`config.mk`:
```
export PLATFORM = sky130hd
export DESIGN_NAME = pidpsl_err_stage
export DESIGN_NICKNAME = d
export VERILOG_FILES = /design/src/rtl/pidpsl_pkg.sv /design/src/rtl/pidpsl_err_stage.sv
export SDC_FILE = /design/constraint.sdc
export NUM_CORES = 1
export LEC_CHECK = 0
export BUFFER_PORTS_ARGS = -buffer_cell sky130_fd_sc_hd__buf_2
export CORE_MARGIN = 2
export CORE_UTILIZATION = 60
export DETAILED_ROUTE_END_ITERATION = 10
export PLACE_DENSITY_LB_ADDON = 0.08
export SYNTH_ARGS = -nofsm -noshare
export SYNTH_HDL_FRONTEND = slang
export SYNTH_SLANG_ARGS = --single-unit
```
`constraint.sdc`:
```
create_clock -name clk_i -period 16.31 [get_ports clk_i]
set_clock_uncertainty 0.1 [all_clocks]
set_input_delay 1.631 -clock clk_i [delete_from_list [all_inputs] [get_ports clk_i]]
set_output_delay 1.631 -clock clk_i [all_outputs]
set_load 0.1 [all_outputs]
```
`src/rtl/pidpsl_pkg.sv`:
```
// Shared widths, constants and types of the PID position/speed loop.
package pidpsl_pkg;

  localparam int POS_FRAC   = 4;
  localparam int GAIN_FRAC  = 12;
  localparam int PROD_SHIFT = POS_FRAC + GAIN_FRAC;

  localparam int POS_W   = 16;
  localparam int ERR_W   = 18;
  localparam int DIFF_W  = 19;
  localparam int INTEG_W = 16;
  localparam int GAIN_W  = 24;
  localparam int LIMIT_W = 15;
  localparam int DRIVE_W = 16;
  localparam int CFG_W   = 24;
  localparam int IDX_W   = 3;

  typedef enum logic [IDX_W-1:0] {
    REG_LOOP_MODE,
    REG_SETPOINT,
    REG_GAIN_P,
    REG_GAIN_I,
    REG_GAIN_D,
    REG_INTEGRAL_LIMIT
  } reg_idx_e;

  localparam logic signed [GAIN_W-1:0] GAIN_P_RST = 24'sd81920;
  localparam logic signed [GAIN_W-1:0] GAIN_I_RST = 24'sd410;
  localparam logic signed [GAIN_W-1:0] GAIN_D_RST = 24'sd593920;
  localparam logic [LIMIT_W-1:0]       LIMIT_RST  = 15'd640;

  typedef struct packed {
    logic                      loop_mode;
    logic signed [POS_W-1:0]   setpoint;
    logic signed [GAIN_W-1:0]  gain_p;
    logic signed [GAIN_W-1:0]  gain_i;
    logic signed [GAIN_W-1:0]  gain_d;
    logic [LIMIT_W-1:0]        integral_limit;
  } cfg_t;

  typedef struct packed {
    logic signed [ERR_W-1:0]   err;
    logic signed [DIFF_W-1:0]  diff;
    logic signed [INTEG_W-1:0] integ;
  } err_word_t;

endpackage

```
`src/rtl/pidpsl_err_stage.sv`:
```
// Error, error change and clamped integral for each accepted position word.
module pidpsl_err_stage (
  input  logic                          clk_i,
  input  logic                          rst_ni,
  input  pidpsl_pkg::cfg_t              cfg_i,
  input  logic                          in_valid_i,
  output logic                          in_stall_o,
  input  logic signed [15:0]            position_i,
  output logic                          word_valid_o,
  input  logic                          word_stall_i,
  output pidpsl_pkg::err_word_t         word_o
);
  import pidpsl_pkg::*;

  localparam logic [16:0] FRAC_MASK = 17'((1 << POS_FRAC) - 1);
  localparam logic [16:0] UNIT      = 17'(1 << POS_FRAC);

  logic signed [POS_W-1:0]   prev_pos_q;
  logic signed [ERR_W-1:0]   prev_err_q;
  logic signed [INTEG_W-1:0] integ_q;
  logic                      valid_q;
  err_word_t                 word_q;

  logic                      en;
  logic                      accept;
  logic signed [16:0]        delta;
  logic signed [16:0]        delta_base;
  logic signed [16:0]        delta_t;
  logic signed [ERR_W-1:0]   err_pos;
  logic signed [ERR_W-1:0]   err_spd;
  logic signed [ERR_W-1:0]   err;
  logic signed [DIFF_W-1:0]  diff;
  logic signed [18:0]        sum;
  logic signed [18:0]        lim_pos;
  logic signed [18:0]        lim_neg;
  logic signed [18:0]        clamped;

  assign en         = !valid_q || !word_stall_i;
  assign accept     = in_valid_i && en;
  assign in_stall_o = !en;

  always_comb begin
    delta      = {position_i[15], position_i} - {prev_pos_q[15], prev_pos_q};
    delta_base = delta & ~FRAC_MASK;
    if (delta[16] && ((delta & FRAC_MASK) != 17'd0)) begin
      delta_t = delta_base + UNIT;
    end else begin
      delta_t = delta_base;
    end
    err_pos = {{2{position_i[15]}}, position_i} - {{2{cfg_i.setpoint[15]}}, cfg_i.setpoint};
    err_spd = {delta_t[16], delta_t} - {{2{cfg_i.setpoint[15]}}, cfg_i.setpoint};
    err     = cfg_i.loop_mode ? err_spd : err_pos;
    diff    = {err[17], err} - {prev_err_q[17], prev_err_q};
    sum     = {{3{integ_q[15]}}, integ_q} + {err[17], err};
    lim_pos = {4'b0000, cfg_i.integral_limit};
    lim_neg = -lim_pos;
    if (sum < lim_neg) begin
      clamped = lim_neg;
    end else if (sum > lim_pos) begin
      clamped = lim_pos;
    end else begin
      clamped = sum;
    end
  end

  always_ff @(posedge clk_i or negedge rst_ni) begin
    if (!rst_ni) begin
      prev_pos_q <= '0;
      prev_err_q <= '0;
      integ_q    <= '0;
      valid_q    <= 1'b0;
    end else begin
      if (en) begin
        valid_q <= in_valid_i;
      end
      if (accept) begin
        prev_pos_q <= position_i;
        prev_err_q <= err;
        integ_q    <= clamped[INTEG_W-1:0];
      end
    end
  end

  always_ff @(posedge clk_i) begin
    if (accept) begin
      word_q.err   <= err;
      word_q.diff  <= diff;
      word_q.integ <= clamped[INTEG_W-1:0];
    end
  end

  assign word_valid_o = valid_q;
  assign word_o       = word_q;

endmodule

```
Yosys cells after proc, flatten, opt, wreduce, memory -nomap -nowiden
Cells that the tools add are included.
- $add $sub $neg: 7
- $lt $le $gt $ge: 2
- mux-type cells: 4
- reductions and logical operators: 7
- operators with widths (cell ; number):
    $sub 16x16->17 ; 2
    $mux 16 ; 2
    $add 16x18->19 ; 1
    $gt 19x16->1 ; 1
    $lt 19x19->1 ; 1
    $neg 15->19 ; 1
    $sub 18x18->19 ; 1
    $mux 18 ; 1
    $sub 17x16->18 ; 1
    $add 17x5->17 const B ; 1
    $mux 17 ; 1
    $reduce_bool 17->1 ; 1
    $logic_not 1->1 ; 3
    $logic_and 1x1->1 ; 2
    $logic_or 1x1->1 ; 1
- bits in registers: 104
- bits of input ports: 124

Longest topological paths before layout
- word-level depth: 10
- depth in mapped cells: 38
- gate-level depth less buffers: 37

Worst setup path before layout
No wires, ideal clock.
- kind: in2reg
- start point: input position_i[0]
- end point: register word_q (netlist bit word_o[14]) (data pin)
- arrival time: 8735 ps
- data required time: 15949 ps
- slack: 7215 ps
- stages: 37
- cell sequence: inv_1 > ha_1 > fa_1 > nor2b_1 > o31a_1 > o31a_1 > o41ai_1 > o21ai_0 > nor3_1 > nand2_1 > xor2_1 > ha_1 > nand3_1 > a2111oi_0 > o21a_1 > o21a_1 > o21ai_1 > mux2i_1 > a31oi_1 > o21ai_0 > ha_1 > a21o_1 > a31o_2 > or3_1 > o2111ai_1 > nor3_2 > ha_1 > nand2_1 > nor3_1 > o2111ai_1 > o21ai_0 > mux2i_1 > clkbuf_1 > clkbuf_1 > nor4_1 > a31oi_1 > nand2_1
- word-level cells in the longest chain between the ends: 10
- ends and longest elaborated chain (item ; line ; text):
    start, declared ; pidpsl_err_stage.sv:8 ; input logic signed [15:0] position_i,
    parallel branches: the longest is 5 deep, another holds $sub 17x16->18 ; - ;
    $mux 18 (*) ; pidpsl_err_stage.sv:52 ; err = cfg_i.loop_mode ? err_spd : err_pos;
    via err[14] ; pidpsl_err_stage.sv:31 ; logic signed [ERR_W-1:0] err;
    $add 16x18->19 (*) ; pidpsl_err_stage.sv:54 ; sum = {{3{integ_q[15]}}, integ_q} + {err[17], err};
    $gt 19x16->1 ; pidpsl_err_stage.sv:59 ; end else if (sum > lim_pos) begin
    $mux 16 ; pidpsl_err_stage.sv:59 ;
    $mux 16 (*) ; pidpsl_err_stage.sv:57 ; if (sum < lim_neg) begin
    via clamped[14] ; pidpsl_err_stage.sv:36 ; logic signed [18:0] clamped;
    end, declared ; pidpsl_err_stage.sv:22 ; err_word_t word_q;
Mark *: on every way through the listed nets, which the timed path passes.
A chain may end at the register's enable or synchronous reset.

Final worst setup path
- start point: input position_i[0]
- end point: register integ_q[7]
- word-level cells in the longest chain between the ends: 10
- ends and longest elaborated chain (item ; line ; text):
    parallel branches: the longest is 5 deep, another holds $sub 17x16->18 ; - ;
    $mux 18 (*) ; pidpsl_err_stage.sv:52 ;
    via err[9] ; pidpsl_err_stage.sv:31 ;
    $add 16x18->19 (*) ; pidpsl_err_stage.sv:54 ;
    $gt 19x16->1 ; pidpsl_err_stage.sv:59 ;
    $mux 16 ; pidpsl_err_stage.sv:59 ;
    $mux 16 (*) ; pidpsl_err_stage.sv:57 ;
    via clamped[7] ; pidpsl_err_stage.sv:36 ;
    end signal, assigned ; pidpsl_err_stage.sv:79 ; integ_q <= clamped[INTEG_W-1:0];
    end, declared ; pidpsl_err_stage.sv:20 ; logic signed [INTEG_W-1:0] integ_q;
Marks and branches as above.

==> run metrics <==
detailed-placement wirelength estimate 16900 microns; setup bufs post-CTS 0; total number of vias around 8000; Layout area overhead 11.3%; Num CTS Buffers 9; clk_lat worst skew roughly 0.36 ns; syn_nets approximately 1300; mapped cell area between 9000 and 10000 sq um; Post-Synthesis Cells around 1100; synthesized area per cell 8.75 sq um; # clock sinks 104; global route overflow 0; setup TNS 0 ns; Tmin final between 10 and 15 ns; flops & latches, synth 104; crit end category register; R2R setup slack 6.64 ns; share of the synthesized area in the top cell type 0.173; Data arrival, critical path approximately 11 ns; post-place setup slack ~5.5 ns; Die ar. ~16000 sq um; Worst path max stage delay 0.75 ns; cell taking the most area after synthesis edfxtp_1; chip width 128 microns; DR vias/cell around 5.9; Layout Cells excl Fill between 1000 and 1500; hold crit path type reg -> reg; first-pass GRT wire length between 30000 and 40000 microns; CP Class in -> reg; Slew Viols, Final 0; placement row count between 40 and 50; Top FF cell, synth edfxtp_1; critical path peak fanout 17; final worst slack around 5.6 ns; GR Util All Layers 0.268; vias in the first global route 7318; initial antenna violation count 0; Clock Tree Buf Depth 2; Crit path required time roughly 16 ns; IO Port Bufs ~110; Seq/Total Area, Yosys 0.311; Synth area leaders edfxtp_1 (17%), ha_1 (16%), dfrtp_1 (14%); fin area 10300 sq um; Worst-path clk slew about 0.08 ns; Post-synth EDFFs 53; Post-CTS Hold Buffers 0; Pre-antenna DRT Iters 5; Max Cap Viol 0; IO Pins approximately 180; Starting Density 0.611; H-tree depth 3; die height between 100 and 150 microns; Nets ~1400; Final GP Congestion around 0.88; post_cts resized 0; layout cells sized above 1 0.138; DR iter-0 viols approximately 590; Slew @ Worst Pin between 1 and 1.5 ns; wire per inst 16.1 microns; dpl cell area around 10000 sq um; core area approximately 15000 sq um; YS warnings 0; # DRC 0; Top cell by count, worst path ha_1; Final Cycle Share 0.659; largest net degree at the start of global routing between 60 and 70; CP Launch Type input port; Hold Fails Final Rpt 0; CP max stage cell o22ai_1; dpl cells around 1300; Ant. Diodes 0; Netlist cell types 74; Total Wirelength 21700 microns; most frequent cells after synthesis ha_1 (117), nand2_1 (99), inv_1 (92), o21ai_0 (78), nor2_1 (77); root buf cell clkbuf_16; max frequency 93.0 MHz; TritonCTS clock tree done; relative slew slack 0.271; unrepaired setup endpoints after global routing no; most common cell in the synthesized netlist ha_1; final setup fails 0; Final ANT Viol Nets 0; outcome completed; async set-reset flop share out of synthesis 0.490
-- layer usage --
metal | vias up | GRT usage | wire, microns
li1 | 4062 | - | -
met1 | 3714 | 0.383 | 10500
met2 | 196 | 0.426 | 9700
met3 | 27 | 0.0417 | 1030
met4 | 0 | 0.0763 | 370
met5 | - | 0 | 0
-- cell type report --
cell class	instances	area, sq um
multi-input cells	831	5900
clock inverters	5	62.6
repair buffers	113	583
inverters	95	359
clock buffers	11	253
fillers	1247	4830
flip-flops and latches	104	2870
well taps	188	235
-- cell usage in the layout, fill, tap and decap left out, drive strengths merged, types with 24 or more instances in the layout --
| cell type | n |
|---|---|
| dfrtp | 51 |
| xnor2 | 50 |
| nor3 | 33 |
| nor2 | 77 |
| nand3 | 27 |
| o21ai | 81 |
| nand2 | 99 |
| buf | 113 |
| inv | 96 |
| edfxtp | 53 |
| a21oi | 63 |
| ha | 117 |
| xor2 | 24 |
-- worst max-delay path: cells and delay by family --
family          cells  cell delay [ns]
mux                 3             1.16
xor+xnor            1             0.14
fa+ha+maj           5             1.75
buf+inv             2             0.17
compound gates     15             4.66
simple gates        9             1.36
-- registers in the layout, indices dropped and copies added, names as in the netlist --
signal        flops
word_o           53
prev_err_q       18
integ_q          16
prev_pos_q       16
word_valid_o      1
-- final timing paths --
check                                           startpoint                    endpoint  depth (start not counted)
worst max-delay path                         position_i[0]      integ_q[7]$_DFFE_PN0P_                         35
worst min-delay path            prev_err_q[16]$_DFFE_PN0P_  prev_err_q[16]$_DFFE_PN0P_                          2
worst max register to register   prev_pos_q[0]$_DFFE_PN0P_      integ_q[7]$_DFFE_PN0P_                         33
worst min register to register  prev_err_q[16]$_DFFE_PN0P_  prev_err_q[16]$_DFFE_PN0P_                          2
max in group asynchronous                           rst_ni   prev_err_q[4]$_DFFE_PN0P_                          2
min in group asynchronous                           rst_ni   prev_pos_q[3]$_DFFE_PN0P_                          2
-- kinds of logic after synthesis --
logic type	count (synthesis)	synth area share
multiplexers	19	0.0223
AO/OA/AOI/OAI	288	0.202
XOR/XNOR	74	0.0703
flip-flops	104	0.311
AND/OR/NAND/NOR	329	0.177
buffers and inverters	118	0.0490
adder cells (fa/ha/maj)	121	0.168
-- through the flow --
step / hold slack, ns / utilization
after detailed placement: 0.375 / 0.659
after global placement: 0.362 / 0.659
after CTS: 0.393 / 0.680
after global routing: 0.422 / 0.680
final: 0.394 / 0.680
after floorplan: 0.349 / -
Power is left out: the tool's default activity adds up to more than one toggle a clock period on the data nets, which glitch-free logic cannot reach.
